$ cat src/rtl/alternating_sign_range_sum_tree_unit_assert.svh
// Assertion macros shared by the range sum tree modules.
`ifndef ALTERNATING_SIGN_RANGE_SUM_TREE_UNIT_ASSERT_SVH
`define ALTERNATING_SIGN_RANGE_SUM_TREE_UNIT_ASSERT_SVH

// Same-cycle implication, disabled while reset is held.
`define ASRST_ASSERT_IMP(label, clk, rst_n, ante, cons, msg) \
    label: assert property (@(posedge clk) disable iff (!rst_n) (ante) |-> (cons)) \
        else $error(msg);

// Next-cycle implication, disabled while reset is held.
`define ASRST_ASSERT_NXT(label, clk, rst_n, ante, cons, msg) \
    label: assert property (@(posedge clk) disable iff (!rst_n) (ante) |=> (cons)) \
        else $error(msg);

`endif

$ cat src/rtl/asrst_pkg.sv
// Shared constants and controller/datapath interface types of the range sum tree.
`timescale 1ns / 1ps
package asrst_pkg;

    localparam int MAX_LEAVES = 1024;
    localparam int LEAF_BITS  = $clog2(MAX_LEAVES);
    localparam int NODE_BITS  = LEAF_BITS + 1;
    localparam int PTR_BITS   = NODE_BITS + 1;
    localparam int NODES      = 2 * MAX_LEAVES;

    localparam int POS_W   = 10;
    localparam int VAL_W   = 32;
    localparam int END_W   = 11;
    localparam int CNT_W   = 11;
    localparam int SUM_W   = 64;
    localparam int IN_TDATA_W = 56;

    localparam logic [CNT_W-1:0] COUNT_RESET = CNT_W'(MAX_LEAVES);
    localparam logic REQ_UPDATE = 1'b0;
    localparam logic REQ_QUERY  = 1'b1;

    // Commands from the controller to the datapath.
    typedef struct packed {
        logic clr_step;  // write zero at the sweep address and advance
        logic load_req;  // capture an accepted request
        logic up_leaf;   // write the leaf, read its sibling
        logic up_step;   // write a parent sum, read the parent's sibling
        logic acc_pend;  // fold pending read data into the accumulator
        logic rd_l;      // left bound step of a query
        logic rd_r;      // right bound step of a query, then halve both bounds
        logic load_out;  // move the finished sum to the output register
    } t_cmd;

    // Status from the datapath to the controller.
    typedef struct packed {
        logic clr_last;
        logic is_query;
        logic upd_ok;
        logic l_lt_r;
        logic root_next;
    } t_stat;

endpackage

$ cat src/rtl/asrst_ctrl.sv
// Controller of the range sum tree: clearing sweep, update walk and query walk.
`timescale 1ns / 1ps
`include "alternating_sign_range_sum_tree_unit_assert.svh"
module asrst_ctrl
    import asrst_pkg::*;
(
    input  logic  i_clk,
    input  logic  i_rst_n,
    input  logic  i_s_valid,
    input  logic  i_m_ready,
    input  t_stat i_stat,
    output t_cmd  o_cmd,
    output logic  o_s_ready,
    output logic  o_m_valid
);

    typedef enum logic [6:0] {
        S_CLEAR   = 7'b0000001,
        S_IDLE    = 7'b0000010,
        S_UP_LEAF = 7'b0000100,
        S_UP_STEP = 7'b0001000,
        S_Q_L     = 7'b0010000,
        S_Q_R     = 7'b0100000,
        S_Q_OUT   = 7'b1000000
    } t_state;

    t_state r_state, n_state;
    logic   r_m_valid, n_m_valid;
    logic   w_fire;
    logic   w_out_free;

    assign o_s_ready  = (r_state == S_IDLE);
    assign w_fire     = i_s_valid && o_s_ready;
    assign w_out_free = !r_m_valid || i_m_ready;

    always_comb begin
        n_state = r_state;
        o_cmd   = '0;
        o_cmd.load_req = w_fire;
        case (r_state)
            S_CLEAR: begin
                o_cmd.clr_step = 1'b1;
                if (i_stat.clr_last) begin
                    n_state = S_IDLE;
                end
            end
            S_IDLE: begin
                if (w_fire) begin
                    if (i_stat.is_query) begin
                        n_state = S_Q_L;
                    end else if (i_stat.upd_ok) begin
                        n_state = S_UP_LEAF;
                    end
                end
            end
            S_UP_LEAF: begin
                o_cmd.up_leaf = 1'b1;
                n_state = S_UP_STEP;
            end
            S_UP_STEP: begin
                o_cmd.up_step = 1'b1;
                if (i_stat.root_next) begin
                    n_state = S_IDLE;
                end
            end
            S_Q_L: begin
                o_cmd.acc_pend = 1'b1;
                if (i_stat.l_lt_r) begin
                    o_cmd.rd_l = 1'b1;
                    n_state = S_Q_R;
                end else begin
                    n_state = S_Q_OUT;
                end
            end
            S_Q_R: begin
                o_cmd.acc_pend = 1'b1;
                o_cmd.rd_r = 1'b1;
                n_state = S_Q_L;
            end
            S_Q_OUT: begin
                if (w_out_free) begin
                    o_cmd.load_out = 1'b1;
                    n_state = S_IDLE;
                end
            end
            default: begin
                n_state = S_IDLE;
            end
        endcase
    end

    always_comb begin
        n_m_valid = r_m_valid;
        if (r_m_valid && i_m_ready) begin
            n_m_valid = 1'b0;
        end
        if (o_cmd.load_out) begin
            n_m_valid = 1'b1;
        end
    end

    always_ff @(posedge i_clk) begin
        if (!i_rst_n) begin
            r_state   <= S_CLEAR;
            r_m_valid <= 1'b0;
        end else begin
            r_state   <= n_state;
            r_m_valid <= n_m_valid;
        end
    end

    assign o_m_valid = r_m_valid;

    `ASRST_ASSERT_IMP(a_load_when_free, i_clk, i_rst_n, o_cmd.load_out, w_out_free, "result loaded over an untaken result")
    `ASRST_ASSERT_NXT(a_clear_once, i_clk, i_rst_n, r_state != S_CLEAR, r_state != S_CLEAR, "clearing sweep re-entered")

endmodule

$ cat config.mk
export PLATFORM = sky130hd
export DESIGN_NAME = asrst_ctrl
export DESIGN_NICKNAME = d
export VERILOG_FILES = /design/src/rtl/asrst_pkg.sv /design/src/rtl/asrst_ctrl.sv
export VERILOG_INCLUDE_DIRS = /design/src /design/src/rtl
export SDC_FILE = /design/constraint.sdc
export NUM_CORES = 1
export LEC_CHECK = 0
export ABC_AREA = 1
export BUFFER_PORTS_ARGS = -buffer_cell sky130_fd_sc_hd__buf_2
export CORE_UTILIZATION = 30
export CTS_CLUSTER_SIZE = 20
export DETAILED_ROUTE_END_ITERATION = 8
export SYNTH_ARGS = -nofsm -noshare
export SYNTH_HDL_FRONTEND = slang
export SYNTH_SLANG_ARGS = --single-unit
$ cat constraint.sdc
create_clock -name i_clk -period 1.3 [get_ports i_clk]
set_input_delay 0.13 -clock i_clk [delete_from_list [all_inputs] [get_ports i_clk]]
set_output_delay 0.13 -clock i_clk [all_outputs]
set_load 0.05 [all_outputs]
==> results.cfg <==
[timing]
maxSlewHeadroom_pct = 76.1
timing_hold_violations_final = 0
hold_ws_ns = 0.103
tightestPinTransition_ns = 0.357
fin_ws_ns = -0.0913
finalClockSkew_ns = 0.00456
setup_tns_ns = -0.481
slew_violations = 0
rsz0062_at_grt = yes
fmax_ghz = 0.719
fin_crit_ns = 1.39
fin_crit_sh_pct = 107
setup_viol = 8

[floorplan]
core-area_um2 = 1590
dieHeight_um = 44.4
die_area_um2 = 1970
rows = 14
ios = 19
start_util_pct = 33.8
die_x_um = 44.4

[logic_synthesis]
ys_ff_latch = 8
synth-seq-area-share_pct = 29.7
syn_area_um2 = 539
synth.avg_cell_area_um2 = 6.50
yosys.area.top_type = dfxtp_1
synthDominantCellAreaShare_pct = 29.7
netlist_top_cells_area = dfxtp_1 (30%), inv_1 (10%), nor2_1 (10%), nand2_1 (7.0%), nand3_1 (6.5%)
syn_inst = 83
yosysUniqueCellTypes = 18
syn_nets = 92
ys_warn_count = 0

[clocking]
cts_tree = done
postCtsHoldBufs = 0
cts_max_path_buffers = 2
root_buffer = clkbuf_4
htreeDepth = 1
clock_latency_ns = 0.25
clock_sink_count = 8
cts_buffers = 3
clkSlewWorstSetupHoldPaths_ns = 0.05

[finish]
nets = 121
postLayoutCoreUtil_pct = 59.6
stdcell_area_um2 = 950
diodes = 0
synthToLayoutAreaGrowth_pct = 76.1
drive_gt1_share_pct = 70.9

[routing]
finalWirelength_um = 1420
ant_nets = 0
initialDrtViolationCount = 15
vias = 588
avgRoutedWirePerCell_um = 10.6
firstDrtPassIters = 4
via_per_inst = 4.39
drcViolationCount = 0

[power]
p_leak_nw = 0.446
power.density_nw_per_um2 = 716
switching_share_pct = 34.6
vdd_drop_max_mv = 0.459
p_int_mw = 0.445
p_seq_share_pct = 39.5
p_clk_share_pct = 27.4
finalPower_mw = 0.680
p_sw_mw = 0.235
combPwrFrac_pct = 33.1

[worst_setup_path]
crit_type = reg2out
worstPathRequired_ns = 1.17
worst-path-max-fanout = 4
crit_path_frequent_cell = nand2_2
worstRegToRegCells = 10
endpoint_kind = output port
crit_chain = inv_2 -> nand2_2 -> nor2_4 -> nand2_2 -> nor2_2 -> buf_6
cpMaxStageDelayCell = dfxtp_2
cp-start-kind = flip-flop
regToRegEndpoint = r_state[1]
worst-path-buf-inv = 2
path_delay_family = simple AND/OR/NAND/NOR gates
reg2reg_setup_slack_ns = -0.02
crit_path_max_incr_delay_ns = 0.35
cp.arrival_ns = 1.26
timing.rr.start = r_state[2]

[placed_design]
gp_congestion = 0.831
dp_hpwl_um = 971
portBuffers = 18
placed_area_um2 = 667

[global_routing]
grt_first_pass_wirelength_um = 2430
grtUsageTotal_pct = 17.0
grt-ovfl-total = 0
grt_max_degree = 6
grt_pass1_vias = 613
antenna_found_initial = 0

[hold_path]
hold_start = i_rst_n
min_delay_worst_endpoint = r_state[0]
holdPathStages = 2
hp-class = in2reg

[outcome]
violations = negative setup slack
status = finished, violations left

[run]
drv_cap = 0
==> timing repair <==
action	CTS	global route
buffers inserted	6	2
gates resized for setup	46	14
pin swaps	8	6
setup endpoints to repair	9	13
==> flip-flops by register name (all words and copies together) (netlist names) <==
name       cells
o_m_valid      1
r_state        7
==> synthesized netlist by cell type <==
library cell / n
nor3_1: 3
inv_2: 3
nand3_2: 2
nor4_2: 1
buf_4: 2
dfxtp_1: 8
o21ai_0: 1
nor2_1: 15
inv_1: 15
nand2_1: 10
nor2_2: 4
o21ai_2: 1
nand2_2: 5
a21oi_1: 2
nand3b_2: 1
nand3_1: 7
nor2_4: 2
nand4_1: 1
==> cells by family after synthesis <==
group | synth area share (%)
and+or+nand+nor | 50.6
AOI/OAI and AO/OA | 4.41
DFF | 29.7
buffers and inverters | 15.3
==> final cells by class <==
cell class,count,area (um2)
multi-input combinational,55,437
fill,137,644
sequential,8,175
clock buffer,3,22.5
tap,24,30.0
timing repair buffer,26,210
inverter,18,75.1
==> worst register-to-register path: stages, from the launching register on <==
cell	delay, ns
dfxtp_2	0.35
inv_2	0.07
nand2_2	0.09
nor2_4	0.15
nand2_2	0.09
buf_4	0.14
buf_4	0.13
nand3_1	0.07
nand2_1	0.05
nand2_1	0.06
nor2_1	0.03
==> placed cells by master (no fill, tap or decap) <==
cell type	synthesis	layout
a21oi_1	2	2
buf_2	0	9
buf_4	2	9
buf_6	0	6
buf_8	0	2
clkbuf_4	0	3
dfxtp_2	0	6
dfxtp_4	0	2
inv_1	15	10
inv_2	3	5
inv_4	0	3
nand2_1	10	8
nand2_2	5	6
nand2_4	0	1
nand3_1	7	2
nand3_2	2	6
nand3_4	0	1
nand3b_4	0	1
nand4_1	1	1
nor2_1	15	8
nor2_2	4	4
nor2_4	2	9
nor3_2	0	1
nor3_4	0	2
nor4_4	0	1
o21ai_0	1	1
o21ai_2	1	1
==> how the worst max path moves through the flow <==
stage	start	end	slack [ns]	cells after the start
floorplan	r_state[4]	o_cmd[4]	-0.40	3
global placement	r_state[4]	o_cmd[3]	0.03	5
detailed placement	r_state[4]	o_cmd[3]	0.02	5
CTS	r_state[0]	o_cmd[3]	-0.05	6
global route	r_state[2]	o_cmd[6]	-0.15	6
finish	r_state[2]	o_cmd[6]	-0.09	6
==> power groups by stage <==
stage / combinational, mW / clock, mW / sequential, mW
2_1_floorplan: 0.125 / 0 / 0.269
5_1_grt: 0.243 / 0.199 / 0.270
3_5_place_dp: 0.158 / 0 / 0.271
4_1_cts: 0.202 / 0.187 / 0.268
6_report: 0.225 / 0.186 / 0.269
3_3_place_gp: 0.158 / 0 / 0.270
==> metrics by stage <==
step / setup slack, ns / instances
after floorplan: -0.397 / 83
after global placement: 0.0334 / 123
after detailed placement: 0.0194 / 123
after CTS: -0.0486 / 132
final: -0.0913 / 134
after global routing: -0.147 / 134
==> layer usage <==
layer | track usage [%] | up-vias | part of all wire (%)
met5 | 0 | - | 0
met4 | 10.9 | 0 | 2.5
met3 | 3.27 | 4 | 4.0
met2 | 27.6 | 16 | 50
met1 | 20.3 | 261 | 44
li1 | - | 307 | -
Power figures use the tool's default switching activity.
